### config.mk
export PLATFORM = sky130hd
export DESIGN_NAME = dir_entry_header_grouper_unit
export DESIGN_NICKNAME = d
export VERILOG_FILES = /design/src/dehg_pkg.sv /design/src/dehg_core.sv /design/src/dir_entry_header_grouper_unit.sv
export SDC_FILE = /design/constraint.sdc
export NUM_CORES = 1
export LEC_CHECK = 0
export ABC_CLOCK_PERIOD_IN_PS = 8900
export BUFFER_PORTS_ARGS = -buffer_cell sky130_fd_sc_hd__buf_2
export CAP_MARGIN = 20
export CORE_ASPECT_RATIO = 1.4
export CORE_MARGIN = 1
export CORE_UTILIZATION = 40
export DETAILED_ROUTE_END_ITERATION = 10
export GPL_TIMING_DRIVEN = 0
export PLACE_DENSITY = 0.69
export SLEW_MARGIN = 20
export SYNTH_ARGS = -nofsm -noshare
export SYNTH_HDL_FRONTEND = slang
export SYNTH_HIERARCHICAL = 1
export SYNTH_SLANG_ARGS = --single-unit
### constraint.sdc
create_clock -name clk -period 8.9 [get_ports clk]
set_input_delay 0.445 -clock clk [delete_from_list [all_inputs] [get_ports clk]]
set_output_delay 0.445 -clock clk [all_outputs]
set_load 0.05 [all_outputs]
### src/dehg_pkg.sv
// shared types and constants for the directory entry header grouper
// no dependencies
package dehg_pkg;

    localparam int unsigned METADATA_BYTES_DEF = 8192;
    localparam int unsigned ENTRY_BYTES        = 8;
    localparam int unsigned HEADER_BYTES       = 12;
    localparam int unsigned GROUP_SPAN_MAX     = 255;
    localparam int unsigned INDEX_SPACING      = 128;
    localparam int unsigned INDEX_COUNT_MAX    = 65535;

    typedef struct packed {
        logic [31:0] inode_block;
        logic [31:0] inode_num;
        logic [8:0]  name_len;
        logic        last_entry;
    } entry_t;

    typedef struct packed {
        logic               new_header;
        logic signed [15:0] inode_delta;
        logic [7:0]         name_size;
        logic               prev_group_closed;
        logic [7:0]         prev_group_count;
        logic [7:0]         final_group_count;
        logic [31:0]        end_offset;
        logic               index_entry;
        logic [15:0]        index_count;
        logic               done_res;
    } result_t;

endpackage

### src/dehg_core.sv
// group state and per-entry decision logic of the header grouper
// depends on dehg_pkg
module dehg_core #(
    parameter int unsigned METADATA_BYTES = dehg_pkg::METADATA_BYTES_DEF
) (
    input  logic             clk,
    input  logic             rst_n,
    input  logic             advance,
    input  dehg_pkg::entry_t entry,
    output dehg_pkg::result_t result
);

    logic        have_group_reg,         have_group_next;
    logic [31:0] group_block_reg,        group_block_next;
    logic [31:0] group_inode_reg,        group_inode_next;
    logic [31:0] group_start_offset_reg, group_start_offset_next;
    logic [31:0] group_serial_reg,       group_serial_next;
    logic [8:0]  group_entries_reg,      group_entries_next;
    logic [31:0] entry_serial_reg,       entry_serial_next;
    logic [31:0] running_offset_reg,     running_offset_next;
    logic [31:0] last_kept_serial_reg,   last_kept_serial_next;
    logic [15:0] kept_index_total_reg,   kept_index_total_next;

    logic [32:0] diff;
    logic        delta_out_of_range;
    logic [33:0] span;
    logic        span_over;
    logic [31:0] serial_dist;
    logic [31:0] kept_dist;
    logic        hdr;
    logic        closed;
    logic        kept;
    logic [8:0]  entries_upd;
    logic [31:0] offset_upd;
    logic [31:0] entry_size;
    logic [15:0] kept_total_upd;

    always_comb
    begin
        diff = {1'b0, entry.inode_num} - {1'b0, group_inode_reg};
        // delta fits 16 bits signed when bits 32..15 are all equal
        delta_out_of_range = !((&diff[32:15]) || !(|diff[32:15]));
        span = {2'b0, running_offset_reg - group_start_offset_reg}
             + 34'(dehg_pkg::ENTRY_BYTES) + {25'b0, entry.name_len};
        span_over   = span > 34'(METADATA_BYTES);
        serial_dist = entry_serial_reg - group_serial_reg;
        kept_dist   = entry_serial_reg - last_kept_serial_reg;

        hdr = !have_group_reg
           || (entry.inode_block != group_block_reg)
           || delta_out_of_range
           || span_over
           || (serial_dist > 32'(dehg_pkg::GROUP_SPAN_MAX));
        closed = hdr && have_group_reg;
        kept   = closed && (kept_dist > 32'(dehg_pkg::INDEX_SPACING));

        kept_total_upd = kept_index_total_reg;
        if (kept && kept_index_total_reg != 16'(dehg_pkg::INDEX_COUNT_MAX))
        begin
            kept_total_upd = kept_index_total_reg + 16'd1;
        end

        entry_size = 32'(dehg_pkg::ENTRY_BYTES) + {23'b0, entry.name_len}
                   + (hdr ? 32'(dehg_pkg::HEADER_BYTES) : 32'd0);
        offset_upd  = running_offset_reg + entry_size;
        entries_upd = (hdr ? 9'd0 : group_entries_reg) + 9'd1;

        result.new_header        = hdr;
        result.inode_delta       = hdr ? 16'sd0 : diff[15:0];
        result.name_size         = entry.name_len[7:0] - 8'd1;
        result.prev_group_closed = closed;
        result.prev_group_count  = closed ? group_entries_reg[7:0] - 8'd1 : 8'd0;
        result.final_group_count = entry.last_entry ? entries_upd[7:0] - 8'd1 : 8'd0;
        result.end_offset        = offset_upd;
        result.index_entry       = kept;
        result.index_count       = kept_total_upd;
        result.done_res          = entry.last_entry;

        have_group_next         = 1'b1;
        group_block_next        = hdr ? entry.inode_block : group_block_reg;
        group_inode_next        = hdr ? entry.inode_num : group_inode_reg;
        group_start_offset_next = hdr ? running_offset_reg : group_start_offset_reg;
        group_serial_next       = hdr ? entry_serial_reg : group_serial_reg;
        group_entries_next      = entries_upd;
        entry_serial_next       = entry_serial_reg + 32'd1;
        running_offset_next     = offset_upd;
        last_kept_serial_next   = (hdr && (!have_group_reg || kept))
                                ? entry_serial_reg : last_kept_serial_reg;
        kept_index_total_next   = kept_total_upd;

        // last entry of a directory returns everything to the reset state
        if (entry.last_entry)
        begin
            have_group_next         = 1'b0;
            group_block_next        = '0;
            group_inode_next        = '0;
            group_start_offset_next = '0;
            group_serial_next       = '0;
            group_entries_next      = '0;
            entry_serial_next       = '0;
            running_offset_next     = '0;
            last_kept_serial_next   = '0;
            kept_index_total_next   = '0;
        end
    end

    always_ff @(posedge clk or negedge rst_n)
    begin
        if (!rst_n)
        begin
            have_group_reg         <= 1'b0;
            group_block_reg        <= '0;
            group_inode_reg        <= '0;
            group_start_offset_reg <= '0;
            group_serial_reg       <= '0;
            group_entries_reg      <= '0;
            entry_serial_reg       <= '0;
            running_offset_reg     <= '0;
            last_kept_serial_reg   <= '0;
            kept_index_total_reg   <= '0;
        end
        else if (advance)
        begin
            have_group_reg         <= have_group_next;
            group_block_reg        <= group_block_next;
            group_inode_reg        <= group_inode_next;
            group_start_offset_reg <= group_start_offset_next;
            group_serial_reg       <= group_serial_next;
            group_entries_reg      <= group_entries_next;
            entry_serial_reg       <= entry_serial_next;
            running_offset_reg     <= running_offset_next;
            last_kept_serial_reg   <= last_kept_serial_next;
            kept_index_total_reg   <= kept_index_total_next;
        end
    end

endmodule

### src/dir_entry_header_grouper_unit.sv
// top level of the directory entry header grouper: input and result registers
// depends on dehg_pkg and dehg_core
//
//   channel   beat type          handshake                  dir
//   entry     dehg_pkg::entry_t  entry_valid / entry_stall  in
//   result    dehg_pkg::result_t result_valid / result_stall out
//
// one entry per cycle sustained while result_stall is low; an entry beat passes the input
// register, then the group logic into the result register, to become a result beat
// the group state loop closes through the 32-bit offset add/compare
// reset clears the group state and both valid flags
// a stalled result holds the result register and entry_stall rises only when both stages are full
module dir_entry_header_grouper_unit #(
    parameter int unsigned METADATA_BYTES = dehg_pkg::METADATA_BYTES_DEF
) (
    input  logic              clk,
    input  logic              rst_n,
    input  logic              entry_valid,
    output logic              entry_stall,
    input  dehg_pkg::entry_t  entry_beat,
    output logic              result_valid,
    input  logic              result_stall,
    output dehg_pkg::result_t result_beat
);

    logic              in_valid_reg;
    dehg_pkg::entry_t  in_data_reg;
    logic              out_valid_reg;
    dehg_pkg::result_t out_data_reg;
    dehg_pkg::result_t core_result;
    logic              advance;

    // stage one moves forward when the result register is empty or being taken
    assign advance     = in_valid_reg && (!out_valid_reg || !result_stall);
    assign entry_stall = in_valid_reg && !advance;

    dehg_core #(
        .METADATA_BYTES(METADATA_BYTES)
    ) u_core (
        .clk     (clk),
        .rst_n   (rst_n),
        .advance (advance),
        .entry   (in_data_reg),
        .result  (core_result)
    );

    always_ff @(posedge clk or negedge rst_n)
    begin
        if (!rst_n)
        begin
            in_valid_reg  <= 1'b0;
            out_valid_reg <= 1'b0;
        end
        else
        begin
            if (!entry_stall)
            begin
                in_valid_reg <= entry_valid;
            end
            if (advance)
            begin
                out_valid_reg <= 1'b1;
            end
            else if (!result_stall)
            begin
                out_valid_reg <= 1'b0;
            end
        end
    end

    always_ff @(posedge clk)
    begin
        if (entry_valid && !entry_stall)
        begin
            in_data_reg <= entry_beat;
        end
        if (advance)
        begin
            out_data_reg <= core_result;
        end
    end

    assign result_valid = out_valid_reg;
    assign result_beat  = out_data_reg;

endmodule
==> results.py <==
metrics = {
    "cts": {
        "insertion_delay_ns": 0.61,
        "cts_max_level": 2,
        "root_buffer": "clkbuf_16",
        "cts_tree": "built",
        "clk_pin_slew_ns": 0.06,
        "cts.sinks": 417,
        "clockBufferDepth": 3,
        "cts_inserted_buffers": 44,
    },
    "floorplan": {
        "ios": 172,
        "die_w_um": 222.4,
        "initial_core_util_pct": 40.62,
        "fp.dieArea_sq_um": 69080,
        "row_count": 112,
        "design.core.area_sq_um": 66980,
        "die_y_um": 310.6,
    },
    "layout": {
        "largest_register_ffs": 92,
        "final_common_cell": "dfrtp_1",
        "fin_util_pct": 47.41,
        "drive_above_1_share_pct": 12.65,
        "layout.nets": 3419,
        "instances_no_fill": 4050,
        "final-seq-area_sq_um": 11270,
        "layout_common_cells": "250 x dfrtp_1, 223 x inv_1, 210 x nor2_1, 200 x nand2_1, 190 x buf_2",
        "syn2layout_area_growth_pct": 16.72,
        "fin_area_sq_um": 31760,
        "fillerInstances": 6310,
        "multiInputGateArea_sq_um": 14900,
    },
    "placement": {
        "placed_area_sq_um": 29380,
        "gp_congestion": 0.9484,
        "portBuffers": 171,
        "post-place-cells": 3905,
        "dp_slack_ns": -1.563,
        "hpwlAfterDp_mm": 59.45,
    },
    "yosys": {
        "synth_edf_count": 166,
        "synth_cell_types": 97,
        "ys_seq_elements": 417,
        "synth_cells": 2870,
        "synth_top_cell_area_share_pct": 23.09,
        "avgSynthCellArea_sq_um": 9.480,
        "ys_top_cells_by_area": "dfrtp_1 23%, edfxtp_1 18%, ha_1 8.0%",
        "synth-async-reset-ratio_pct": 60.19,
        "syn_nets": 3130,
        "synth_seq_area_share_pct": 41.41,
        "synth_area_sq_um": 27210,
        "yosysTopAreaCell": "dfrtp_1",
        "yosysWarnings": 6,
        "synthFlopType": "dfrtp_1",
    },
    "global_route": {
        "grt_pass1_vias": 22910,
        "grt_pass1_wl_mm": 124.5,
        "grtUsageTotal_pct": 22.54,
        "antenna_found_initial": 2,
        "grt_overflow": 0,
        "grt_start_max_net_pins": 91,
    },
    "routing": {
        "drtIter0Drc": 1469,
        "vias": 23320,
        "drt_wl_total_mm": 78.81,
        "drc_errors": 0,
        "drt_pre_antenna_iters": 6,
        "detail_route.wl_per_cell_um": 19.46,
        "viasPerCell": 5.759,
        "ant_nets": 0,
    },
    "sta": {
        "hold_slack_ns": 0.03281,
        "worst_pin_slew_ns": 1.122,
        "finalHoldViolations": 0,
        "clock.fmax_ghz": 0.1165,
        "rsz0062_at_grt": "true",
        "skew_ns": 0.03656,
        "slew_violations": 0,
        "relSlewSlack_pct": 25.21,
        "final.setup.tns_ns": 0,
        "final.min_clock_period_ns": 8.584,
        "setup_violations": 0,
        "period_share_pct": 96.45,
        "fin_ws_ns": 0.3162,
    },
    "setup_path": {
        "required_ns": 9.38,
        "cpMaxStageDelayCell": "or4b_2",
        "end_kind": "flop",
        "r2r_slack_ns": 0.32,
        "max_stage_delay_ns": 0.64,
        "critPathMaxFanout": 5,
        "crit_type": "flop to flop",
        "start_kind": "flop",
        "arrival_ns": 9.06,
    },
    "pwr": {
        "power_density_nw_per_um2": 302.4,
        "p_total_mw": 9.604,
        "leakagePower_nw": 13.83,
        "peakVddDrop_v": 0.0001930,
    },
    "status": {
        "status": "completed",
    },
    "flow_run": {
        "maxCapViolCount": 0,
    },
    "worst_hold_path": {
        "hold_class": "primary input to flop",
    },
}
cells by family after synthesis:
| group | synth area share (%) |
|---|---|
| buffers and inverters | 5.141 |
| XOR/XNOR | 5.859 |
| adder cells (fa/ha/maj) | 8.590 |
| AO/OA/AOI/OAI | 20.85 |
| multiplexers | 1.752 |
| AND/OR/NAND/NOR | 16.40 |
| flip-flops | 41.41 |
worst max-delay path: cells and delay by family (launching register included):
kind                     cells  cell delay, ns
AND/OR/NAND/NOR             11            2.14
buffers and inverters        3            0.40
XOR/XNOR                     3            0.41
adder cells (fa/ha/maj)      7            1.89
flip-flops                   1            0.47
AO/OA/AOI/OAI               16            3.09
where the power goes:
part | total, mW | leakage (nW) | internal (mW) | switching, mW
registers | 2.49 | 4.96 | 2.27 | 0.219
logic | 5.21 | 8.15 | 2.11 | 3.10
clock network | 1.90 | 0.708 | 1.07 | 0.834
final timing paths:
check / start / to / cells after the start
setup / recovery: u_core/running_offset_reg[1] / u_core/running_offset_reg[26] / 40
hold reg to reg: in_data_reg[10] / u_core/group_inode_reg[0] / 1
setup reg to reg: u_core/running_offset_reg[1] / u_core/running_offset_reg[26] / 40
hold / removal: entry_beat[32] / in_data_reg[32] / 1
max in group asynchronous: rst_n / in_valid_reg / 4
min in group asynchronous: rst_n / u_core/kept_index_total_reg[8] / 2
metal layers:
metal | track usage [%] | share of wire [%] | vias to the layer above
li1 | - | - | 11160
met1 | 25.54 | 39 | 11260
met2 | 41.46 | 51 | 684
met3 | 2.550 | 4.2 | 217
met4 | 11.43 | 5.8 | 0
met5 | 0 | 0 | -
timing repair:
item | in CTS | in global routing
pin swaps | 9 | 29
hold buffers | 37 | 0
endpoints found under the setup margin | 49 | 42
endpoints found under the hold margin | 120 | 0
resized for setup | 35 | 33
buffers inserted | 8 | 20
final cells by class:
type | count | share of cell area [%]
Antenna cell | 2 | 0.01576
Inverter | 227 | 2.683
Clock inverter | 29 | 0.8629
Clock buffer | 51 | 3.711
Timing Repair Buffer | 245 | 5.280
Sequential cell | 417 | 35.48
Buffer | 128 | 1.686
Multi-Input combinational cell | 2096 | 46.91
Tap cell | 855 | 3.369
synth_stat cells (22+ instances only):
master and instances:
nand3_1 72, inv_1 225, o21ai_0 153, nor2_1 215, nor3_1 75, nand4_1 49, nor4_1 35, and3_1 49
o21a_1 33, clkbuf_1 98, xor2_1 68, xnor2_1 114, mux2i_1 42, ha_1 174, nand2b_1 33, a22o_1 147
a21o_1 63, dfrtp_1 251, and2_1 23, a21oi_1 147, o211ai_1 23, a211oi_1 22, nand2_1 201, edfxtp_1 166
(Power assumes the default switching activity.)
